## config.mk

```make
export PLATFORM = sky130hd
export DESIGN_NAME = list_intersection_matcher_flat
export DESIGN_NICKNAME = d
export VERILOG_FILES = /design/src/lim_pkg.sv /design/src/lim_ifs.sv /design/src/lim_dp.sv /design/src/lim_ctrl.sv /design/src/list_intersection_matcher.sv /design/src/flat_wrapper.sv
export SDC_FILE = /design/constraint.sdc
export NUM_CORES = 1
export LEC_CHECK = 0
export BUFFER_PORTS_ARGS = -buffer_cell sky130_fd_sc_hd__buf_4
export CORE_MARGIN = 5
export CORE_UTILIZATION = 25
export DETAILED_ROUTE_END_ITERATION = 7
export PLACE_DENSITY = 0.38
export SLEW_MARGIN = 20
export SYNTH_ARGS = -nofsm -noshare
export SYNTH_HDL_FRONTEND = slang
export SYNTH_SLANG_ARGS = --single-unit
```

## constraint.sdc

```tcl
create_clock -name clock -period 10.89 [get_ports clock]
set_clock_uncertainty 0.1 [all_clocks]
set_input_delay 1.089 -clock clock [delete_from_list [all_inputs] [get_ports clock]]
set_output_delay 1.089 -clock clock [all_outputs]
set_load 0.05 [all_outputs]
```

## src/lim_pkg.sv

```systemverilog
// Shared types and constants for the list intersection matcher.
// No dependencies; every other file refers to it by scoped names.
package lim_pkg;

   localparam int DATA_W = 32;
   localparam int OP_W   = 2;

   // Operation codes of a request transfer
   localparam logic [OP_W-1:0] OP_APPEND_FIRST  = 2'd0;
   localparam logic [OP_W-1:0] OP_APPEND_SECOND = 2'd1;
   localparam logic [OP_W-1:0] OP_COMPUTE       = 2'd2;

   // Commands from the controller to the datapath
   typedef struct packed {
      logic append_first;
      logic append_second;
      logic scan_start;
      logic scan;
      logic finish;
   } lim_cmd_type;

   // Status from the datapath to the controller
   typedef struct packed {
      logic list_empty;
      logic scan_last;
      logic stall;
      logic out_free;
   } lim_sts_type;

endpackage

```

## src/lim_ifs.sv

```systemverilog
// Valid/ready channel interfaces for requests and responses.
// Depends on lim_pkg for the field widths.
interface lim_req_if;
   logic                                valid;
   logic                                ready;
   logic        [lim_pkg::OP_W-1:0]     operation;
   logic signed [lim_pkg::DATA_W-1:0]   element_value;

   modport source (output valid, output operation, output element_value, input ready);
   modport sink   (input valid, input operation, input element_value, output ready);
endinterface

interface lim_rsp_if;
   logic                                valid;
   logic                                ready;
   logic signed [lim_pkg::DATA_W-1:0]   match_value;
   logic                                last_match;
   logic                                no_match;
   logic                                overflow;

   modport source (output valid, output match_value, output last_match,
                   output no_match, output overflow, input ready);
   modport sink   (input valid, input match_value, input last_match,
                   input no_match, input overflow, output ready);
endinterface

```

## src/lim_dp.sv

```systemverilog
// Datapath: both list stores, their counts, the pair scan counters, the
// pending-match register and the response output register. Uses lim_pkg.
module lim_dp #(
   parameter int DEPTH = 8
) (
   input  logic                               clock,
   input  logic                               reset,
   input  lim_pkg::lim_cmd_type               cmd,
   output lim_pkg::lim_sts_type               sts,
   input  logic signed [lim_pkg::DATA_W-1:0]  req_element_value,
   output logic                               rsp_valid,
   input  logic                               rsp_ready,
   output logic signed [lim_pkg::DATA_W-1:0]  rsp_match_value,
   output logic                               rsp_last_match,
   output logic                               rsp_no_match,
   output logic                               rsp_overflow
);

   localparam int CNT_W = $clog2(DEPTH + 1);
   localparam int IDX_W = (DEPTH > 1) ? $clog2(DEPTH) : 1;
   localparam logic [CNT_W-1:0] CNT_FULL = CNT_W'(DEPTH);
   localparam logic [CNT_W-1:0] CNT_ONE  = CNT_W'(1);
   localparam logic [IDX_W-1:0] IDX_ONE  = IDX_W'(1);

   logic signed [lim_pkg::DATA_W-1:0] first_store_ff  [DEPTH];
   logic signed [lim_pkg::DATA_W-1:0] second_store_ff [DEPTH];

   logic [CNT_W-1:0] first_count_ff, first_count_in;
   logic [CNT_W-1:0] second_count_ff, second_count_in;
   logic             dropped_ff, dropped_in;
   logic [IDX_W-1:0] i_ff, i_in;
   logic [IDX_W-1:0] j_ff, j_in;
   logic             pend_valid_ff, pend_valid_in;
   logic signed [lim_pkg::DATA_W-1:0] pend_value_ff, pend_value_in;
   logic             out_valid_ff, out_valid_in;
   logic signed [lim_pkg::DATA_W-1:0] out_value_ff, out_value_in;
   logic             out_last_ff, out_last_in;
   logic             out_empty_ff, out_empty_in;
   logic             out_ovf_ff, out_ovf_in;

   logic signed [lim_pkg::DATA_W-1:0] first_rd_ff;
   logic signed [lim_pkg::DATA_W-1:0] second_rd_ff;
   logic             hit;
   logic             out_free;
   logic             stall;
   logic             advance;
   logic             out_load_scan;
   logic             finish_go;
   logic             first_has_room;
   logic             second_has_room;
   logic             i_at_end;
   logic             j_at_end;

   assign hit       = (first_rd_ff == second_rd_ff);
   assign out_free  = !out_valid_ff || rsp_ready;
   // A second match cannot be parked while the output register is still held
   assign stall     = hit && pend_valid_ff && !out_free;
   assign advance   = cmd.scan && !stall;
   assign out_load_scan = advance && hit && pend_valid_ff;
   assign finish_go = cmd.finish && out_free;

   assign first_has_room  = (first_count_ff < CNT_FULL);
   assign second_has_room = (second_count_ff < CNT_FULL);
   assign i_at_end = (i_ff == IDX_W'(first_count_ff - CNT_ONE));
   assign j_at_end = (j_ff == IDX_W'(second_count_ff - CNT_ONE));

   assign sts.list_empty = (first_count_ff == '0) || (second_count_ff == '0);
   assign sts.scan_last  = i_at_end && j_at_end;
   assign sts.stall      = stall;
   assign sts.out_free   = out_free;

   always_comb begin
      first_count_in  = first_count_ff;
      second_count_in = second_count_ff;
      dropped_in      = dropped_ff;
      i_in            = i_ff;
      j_in            = j_ff;
      pend_valid_in   = pend_valid_ff;
      pend_value_in   = pend_value_ff;
      out_valid_in    = out_valid_ff;
      out_value_in    = out_value_ff;
      out_last_in     = out_last_ff;
      out_empty_in    = out_empty_ff;
      out_ovf_in      = out_ovf_ff;

      if (cmd.append_first) begin
         if (first_has_room) begin
            first_count_in = first_count_ff + CNT_ONE;
         end else begin
            dropped_in = 1'b1;
         end
      end
      if (cmd.append_second) begin
         if (second_has_room) begin
            second_count_in = second_count_ff + CNT_ONE;
         end else begin
            dropped_in = 1'b1;
         end
      end

      if (cmd.scan_start) begin
         i_in          = '0;
         j_in          = '0;
         pend_valid_in = 1'b0;
      end

      if (out_valid_ff && rsp_ready) begin
         out_valid_in = 1'b0;
      end

      if (advance) begin
         if (j_at_end) begin
            j_in = '0;
            i_in = i_ff + IDX_ONE;
         end else begin
            j_in = j_ff + IDX_ONE;
         end
         if (hit) begin
            pend_valid_in = 1'b1;
            pend_value_in = first_rd_ff;
         end
      end

      // Push the older match out; it cannot be the last one
      if (out_load_scan) begin
         out_valid_in = 1'b1;
         out_value_in = pend_value_ff;
         out_last_in  = 1'b0;
         out_empty_in = 1'b0;
         out_ovf_in   = dropped_ff;
      end

      // Close the run with the parked match, or with the empty result
      if (finish_go) begin
         out_valid_in    = 1'b1;
         out_value_in    = pend_valid_ff ? pend_value_ff : '0;
         out_last_in     = 1'b1;
         out_empty_in    = !pend_valid_ff;
         out_ovf_in      = dropped_ff;
         pend_valid_in   = 1'b0;
         first_count_in  = '0;
         second_count_in = '0;
         dropped_in      = 1'b0;
      end
   end

   always_ff @(posedge clock) begin
      if (cmd.append_first && first_has_room) begin
         first_store_ff[first_count_ff[IDX_W-1:0]] <= req_element_value;
      end
      if (cmd.append_second && second_has_room) begin
         second_store_ff[second_count_ff[IDX_W-1:0]] <= req_element_value;
      end
   end

   always_ff @(posedge clock) begin
      if (reset) begin
         first_count_ff  <= '0;
         second_count_ff <= '0;
         dropped_ff      <= 1'b0;
         i_ff            <= '0;
         j_ff            <= '0;
         pend_valid_ff   <= 1'b0;
         out_valid_ff    <= 1'b0;
      end else begin
         first_count_ff  <= first_count_in;
         second_count_ff <= second_count_in;
         dropped_ff      <= dropped_in;
         i_ff            <= i_in;
         j_ff            <= j_in;
         pend_valid_ff   <= pend_valid_in;
         out_valid_ff    <= out_valid_in;
      end
   end

   always_ff @(posedge clock) begin
      // Read at the next scan position so the data lines up with i_ff and j_ff
      first_rd_ff   <= first_store_ff[i_in];
      second_rd_ff  <= second_store_ff[j_in];
      pend_value_ff <= pend_value_in;
      out_value_ff  <= out_value_in;
      out_last_ff   <= out_last_in;
      out_empty_ff  <= out_empty_in;
      out_ovf_ff    <= out_ovf_in;
   end

   assign rsp_valid       = out_valid_ff;
   assign rsp_match_value = out_value_ff;
   assign rsp_last_match  = out_last_ff;
   assign rsp_no_match    = out_empty_ff;
   assign rsp_overflow    = out_ovf_ff;

endmodule

```

## src/lim_ctrl.sv

```systemverilog
// Controller: decodes request transfers and sequences the pair scan.
// Uses lim_pkg for operation codes and the command/status structs.
module lim_ctrl (
   input  logic                          clock,
   input  logic                          reset,
   input  logic                          req_valid,
   output logic                          req_ready,
   input  logic [lim_pkg::OP_W-1:0]      req_operation,
   output lim_pkg::lim_cmd_type          cmd,
   input  lim_pkg::lim_sts_type          sts
);

   localparam logic [1:0] ST_IDLE   = 2'd0;
   localparam logic [1:0] ST_SCAN   = 2'd1;
   localparam logic [1:0] ST_FINISH = 2'd2;

   logic [1:0] state_ff, state_in;
   logic       accept;

   assign req_ready = (state_ff == ST_IDLE);
   assign accept    = req_valid && req_ready;

   always_comb begin
      state_in = state_ff;
      cmd      = '0;
      unique case (state_ff)
         ST_IDLE: begin
            if (accept) begin
               unique case (req_operation)
                  lim_pkg::OP_APPEND_FIRST: begin
                     cmd.append_first = 1'b1;
                  end
                  lim_pkg::OP_APPEND_SECOND: begin
                     cmd.append_second = 1'b1;
                  end
                  lim_pkg::OP_COMPUTE: begin
                     cmd.scan_start = 1'b1;
                     state_in = sts.list_empty ? ST_FINISH : ST_SCAN;
                  end
                  default: begin
                     // unused code: drop the transfer
                  end
               endcase
            end
         end
         ST_SCAN: begin
            cmd.scan = 1'b1;
            if (!sts.stall && sts.scan_last) begin
               state_in = ST_FINISH;
            end
         end
         ST_FINISH: begin
            cmd.finish = 1'b1;
            if (sts.out_free) begin
               state_in = ST_IDLE;
            end
         end
         default: begin
            state_in = ST_IDLE;
         end
      endcase
   end

   always_ff @(posedge clock) begin
      if (reset) begin
         state_ff <= ST_IDLE;
      end else begin
         state_ff <= state_in;
      end
   end

endmodule

```

## src/list_intersection_matcher.sv

```systemverilog
// Top level of the list intersection matcher: controller plus datapath.
// Depends on lim_pkg, lim_ifs, lim_ctrl and lim_dp.
//
// Two lists of up to DEPTH signed 32-bit values are filled by append
// transfers (operation 0 or 1); appends to a full list are dropped and
// reported in the overflow bit of the next run. A compute transfer
// (operation 2) walks every pair of the first list against the second,
// one compare per cycle unless the scan stalls, and returns the first-list
// value for each equal pair, in order, with last_match on the final
// response. A run with no equal pair returns one response with no_match
// set and a zero value. A compute holds the request side through a scan
// of first_count * second_count pairs (at most DEPTH*DEPTH), paced by the
// single comparator, and a closing step; the scan stalls while the response
// side holds back a waiting result and a further match is found, and the
// closing step waits for the output register to free. Responses are held
// in an output register, so appends are taken while the last response of
// a run is still waiting. Both counts clear at the end of every run.
module list_intersection_matcher #(
   parameter int DEPTH = 8
) (
   input  logic       clock,
   input  logic       reset,
   lim_req_if.sink    req_ch,
   lim_rsp_if.source  rsp_ch
);

   lim_pkg::lim_cmd_type cmd;
   lim_pkg::lim_sts_type sts;

   lim_ctrl u_ctrl (
      .clock         (clock),
      .reset         (reset),
      .req_valid     (req_ch.valid),
      .req_ready     (req_ch.ready),
      .req_operation (req_ch.operation),
      .cmd           (cmd),
      .sts           (sts)
   );

   lim_dp #(
      .DEPTH (DEPTH)
   ) u_dp (
      .clock             (clock),
      .reset             (reset),
      .cmd               (cmd),
      .sts               (sts),
      .req_element_value (req_ch.element_value),
      .rsp_valid         (rsp_ch.valid),
      .rsp_ready         (rsp_ch.ready),
      .rsp_match_value   (rsp_ch.match_value),
      .rsp_last_match    (rsp_ch.last_match),
      .rsp_no_match      (rsp_ch.no_match),
      .rsp_overflow      (rsp_ch.overflow)
   );

endmodule

```

## src/flat_wrapper.sv

```systemverilog
// flat-port wrapper written by rule: the top's interface ports become plain ports
module list_intersection_matcher_flat 
#(
   parameter int DEPTH = 8
)
  (clock, reset, req_ch_valid, req_ch_operation, req_ch_element_value, req_ch_ready, rsp_ch_valid, rsp_ch_match_value, rsp_ch_last_match, rsp_ch_no_match, rsp_ch_overflow, rsp_ch_ready);
  lim_req_if req_ch_i ();
  lim_rsp_if rsp_ch_i ();
  input  logic clock;
  input  logic reset;
  input wire logic [$bits(req_ch_i.valid)-1:0] req_ch_valid;
  input wire logic [$bits(req_ch_i.operation)-1:0] req_ch_operation;
  input wire logic [$bits(req_ch_i.element_value)-1:0] req_ch_element_value;
  output wire logic [$bits(req_ch_i.ready)-1:0] req_ch_ready;
  output wire logic [$bits(rsp_ch_i.valid)-1:0] rsp_ch_valid;
  output wire logic [$bits(rsp_ch_i.match_value)-1:0] rsp_ch_match_value;
  output wire logic [$bits(rsp_ch_i.last_match)-1:0] rsp_ch_last_match;
  output wire logic [$bits(rsp_ch_i.no_match)-1:0] rsp_ch_no_match;
  output wire logic [$bits(rsp_ch_i.overflow)-1:0] rsp_ch_overflow;
  input wire logic [$bits(rsp_ch_i.ready)-1:0] rsp_ch_ready;
  assign req_ch_i.valid = req_ch_valid;
  assign req_ch_i.operation = req_ch_operation;
  assign req_ch_i.element_value = req_ch_element_value;
  assign req_ch_ready = req_ch_i.ready;
  assign rsp_ch_valid = rsp_ch_i.valid;
  assign rsp_ch_match_value = rsp_ch_i.match_value;
  assign rsp_ch_last_match = rsp_ch_i.last_match;
  assign rsp_ch_no_match = rsp_ch_i.no_match;
  assign rsp_ch_overflow = rsp_ch_i.overflow;
  assign rsp_ch_i.ready = rsp_ch_ready;
  list_intersection_matcher #(.DEPTH(DEPTH)) u_core (.clock(clock), .reset(reset), .req_ch(req_ch_i), .rsp_ch(rsp_ch_i));
endmodule
```

==> results.md <==
- Clock sinks: between 600 and 700
- Ys flop type: edfxtp_1
- Total gr overflow: 0
- Crit path max fanout: between 50 and 60
- Root buf cell: clkbuf_16
- Final setup fails: 0
- Slowest stage cell, crit path: buf_4
- Clk buf depth: 3
- Warnings, synthesis: 0
- EDFF count, synth: around 580
- CP endpoint kind: register
- Ratio of cells with drive above 1 in the final layout: 21.4%
- Global-route wire length before repair: 97.2 mm
- DR iter-0 viols: 657
- #FFs+latches synth: ~660
- Starting Density: 25.1%
- CP max stage delay: 0.85 ns
- Die W: 327 microns
- All-Layer GR Usage: between 10% and 20%
- Max Cap Viol: 0
- Commonest cells after routing, fill and taps aside: 578 x edfxtp_1, 166 x mux2i_1, 106 x buf_4, 85 x nand2_1, 84 x dfxtp_1
- HP Start: u_core.u_dp.dropped_ff$_SDFF_PP0_
- Synthesized Nets: approximately 1,400
- Critical path class: reg2reg
- Post-route DRC: 0
- Period utilization: between 40% and 50%
- PortBufs: 74
- Reg2Reg Launch Point: u_core.u_dp.second_rd_ff[12]$_DFF_P_
- Number of H-tree levels: 3
- Most used cell, CP: buf_4
- Core box area: 99,900 sq um
- Fin Setup TNS: 0 ns
- Die height: around 330 microns
- Slew @ Worst Pin: approximately 0.99 ns
- Placement Setup Slack: about 5.5 ns
- Clock Latency Late Sink: 0.61 ns
- R2R setup slack: 5.81 ns
- Vias per inst: between 4 and 5
- Final hold vios: 0
- Reg2reg end: u_core.u_dp.second_rd_ff[13]$_DFF_P_
- Post-CTS Hold Fix Bufs: 0
- Post-synthesis average cell area: roughly 18 sq um
- Routed WL per cell: ~24 microns
- Cts repair resizes: 0
- Post-Syn Instances: 1,372
- Slew Limit Fails: 0
- Static leakage: 9.19 nW
- HPWL Detailed: ~37 mm
- Setup ws final: around 5.8 ns
- Post-synthesis instance area: approximately 25,000 sq um
- Vias in the first global route: about 13,000
- Unrepaired setup endpoints after global routing: no
- Clock buffer count from CTS: 76
- Area Overhead vs Synth: 18.6%
- R2r worst-path depth: 9
- Commonest non-fill, non-tap cell in the layout: edfxtp_1
- Hold crit path type: reg2reg
- IO Pins: between 70 and 80
- CTS tree: yes
- Largest net degree at the start of global routing: between 80 and 90
- CTS clk-pin slew, worst paths: about 0.060 ns
- WL final: roughly 68 mm
- Layout Nets: 1,536
- Detail Route Antenna Nets: 0
- Placer Congestion: between 0.7 and 0.8
- Critical Path AT: 5.46 ns
- Die area: around 110,000 sq um
- Post-synth cell types: 44
- Pwr/cell area: roughly 180 nW/um^2
- Fraction of registers with async set/reset: 0%
- Final hold slack: 0.343 ns
- Post-CTS setup buffers: 0
- Vias: ~12,000
- Critical-path cell list: xnor2_1 > nand4_1 > nor4_4 > a31o_2 > a32o_4 > buf_4 > buf_4 > mux2_2 > o221a_1
- Tmin final: between 5 and 6 ns
- Critical Path RT: about 11 ns
- Number of placement rows: about 120
- Hold Path End: u_core.u_dp.rsp_overflow$_DFFE_PP_
- DRT Pass-1 Iters: 4
- Slew margin rel.: roughly a third
- Register area share after synthesis: approximately three quarters
- Fmax: ~200 MHz
- Initial antenna violation count: 3
- Status: complete, no violations
- Hold path depth: 0
- CP Launch Type: register
- Worst VDD drop: ~0.11 mV
cells by family after synthesis:
logic type	share of synthesized area, %
AO/OA/AOI/OAI	5.97
XOR/XNOR	1.50
adder cells (fa/ha/maj)	0.399
buffers and inverters	1.93
flip-flops	75.9
multiplexers	10.2
AND/OR/NAND/NOR	4.11
area by class of cell:
cell class / count / area [sq um]
inverter: 4 / 15.0
timing repair buffer: 106 / 796
sequential: 662 / 19000
clock buffer: 120 / 2310
tap: 1298 / 1620
clock inverter: 22 / 171
multi-input combinational: 640 / 5770
antenna: 2 / 5.00
fill: 9809 / 70100
state kept, by name (all words and copies together) (netlist names):
signal / count
u_core.u_dp.second_store_ff: 256
u_core.u_dp.j_ff: 3
u_core.u_dp.second_count_ff: 4
u_core.u_dp.first_store_ff: 256
u_core.u_ctrl.state_ff: 2
u_core.u_dp.first_count_ff: 4
u_core.u_dp.first_rd_ff: 32
u_core.u_dp.i_ff: 3
u_core.u_dp.second_rd_ff: 32
u_core.u_dp.pend_valid_ff: 1
u_core.u_dp.pend_value_ff: 32
u_core.u_dp.rsp_overflow: 1
u_core.u_dp.rsp_last_match: 1
u_core.u_dp.dropped_ff: 1
u_core.u_dp.rsp_match_value: 32
u_core.u_dp.rsp_no_match: 1
u_core.u_dp.rsp_valid: 1
synthesized netlist by cell type, types with 2 or more instances:
| master | number | area share [%] |
|---|---|---|
| xor2_1 | 9 | 0.31 |
| clkbuf_1 | 24 | 0.36 |
| nand3_1 | 6 | 0.12 |
| a221oi_2 | 26 | 1.6 |
| mux2_1 | 14 | 0.63 |
| mux2i_1 | 166 | 6.6 |
| a32o_1 | 32 | 1.3 |
| nand3b_1 | 4 | 0.12 |
| nand2b_1 | 9 | 0.22 |
| nor3_1 | 7 | 0.14 |
| nor2b_1 | 40 | 1.0 |
| nand2_1 | 87 | 1.3 |
| nand4_1 | 9 | 0.22 |
| nor4_4 | 2 | 0.17 |
| a22oi_1 | 32 | 0.96 |
| and2_1 | 3 | 0.075 |
| dfxtp_1 | 84 | 6.7 |
| edfxtp_1 | 578 | 69 |
| buf_12 | 4 | 0.32 |
| o221a_1 | 32 | 1.4 |
| buf_4 | 7 | 0.21 |
| a21oi_1 | 12 | 0.24 |
| ha_1 | 8 | 0.40 |
| a221oi_1 | 6 | 0.21 |
| nor2_1 | 35 | 0.52 |
| nor3b_1 | 5 | 0.15 |
| mux2_4 | 32 | 1.9 |
| xnor2_1 | 34 | 1.2 |
| inv_1 | 4 | 0.060 |
| buf_2 | 16 | 0.32 |
| buf_6 | 13 | 0.58 |
| mux2_2 | 20 | 0.90 |
report_power, final:
| part | internal, mW | leakage, nW | switching (mW) | total (mW) |
|---|---|---|---|---|
| Clock | 1.49 | 1.21 | 1.02 | 2.51 |
| Combinational | 0.0332 | 2.07 | 0.0712 | 0.104 |
| Sequential | 2.77 | 5.91 | 0.00843 | 2.78 |
| Total | 4.29 | 9.19 | 1.10 | 5.40 |
critical path, delay by kind of cell (launching register included):
| kind | cells | cell delay (ns) |
|---|---|---|
| buffers and inverters | 2 | 1.55 |
| XOR/XNOR | 1 | 0.40 |
| multiplexers | 1 | 0.42 |
| AO/OA/AOI/OAI | 3 | 1.14 |
| AND/OR/NAND/NOR | 2 | 0.81 |
| flip-flops | 1 | 0.30 |
per-stage QoR:
| step | instance area, sq um | utilization (%) | total power [mW] | instances |
|---|---|---|---|---|
| after floorplan | 25100 | - | 2.88 | 1372 |
| after global placement | 27200 | 27.3 | 2.94 | 2710 |
| after detailed placement | 27200 | 27.3 | 2.94 | 2710 |
| after CTS | 29700 | 29.8 | 5.49 | 2852 |
| after global routing | 29700 | 29.8 | 5.60 | 2852 |
| final | 29700 | 29.8 | 5.40 | 2854 |
worst max-delay path by stage:
stage / from / end / slack, ns
after detailed placement: rsp_ch_ready / u_core.u_dp.second_rd_ff[13]$_DFF_P_ / 5.45
after global routing: u_core.u_dp.first_rd_ff[10]$_DFF_P_ / u_core.u_dp.second_rd_ff[13]$_DFF_P_ / 5.56
after CTS: u_core.u_dp.first_rd_ff[17]$_DFF_P_ / u_core.u_dp.second_rd_ff[13]$_DFF_P_ / 5.69
after floorplan: u_core.u_ctrl.state_ff[1]$_SDFFE_PP0P_ / u_core.u_dp.second_store_ff[0][0]$_DFFE_PP_ / 6.04
final: u_core.u_dp.second_rd_ff[12]$_DFF_P_ / u_core.u_dp.second_rd_ff[13]$_DFF_P_ / 5.81
after global placement: rsp_ch_ready / u_core.u_dp.second_rd_ff[12]$_DFF_P_ / 5.46
layer usage:
metal	GRT usage, %	wire, microns
met1	16.7	31400
met2	21.2	33200
met3	2.54	2600
met4	3.38	1260
met5	0	18
Power figures use the tool's default switching activity.
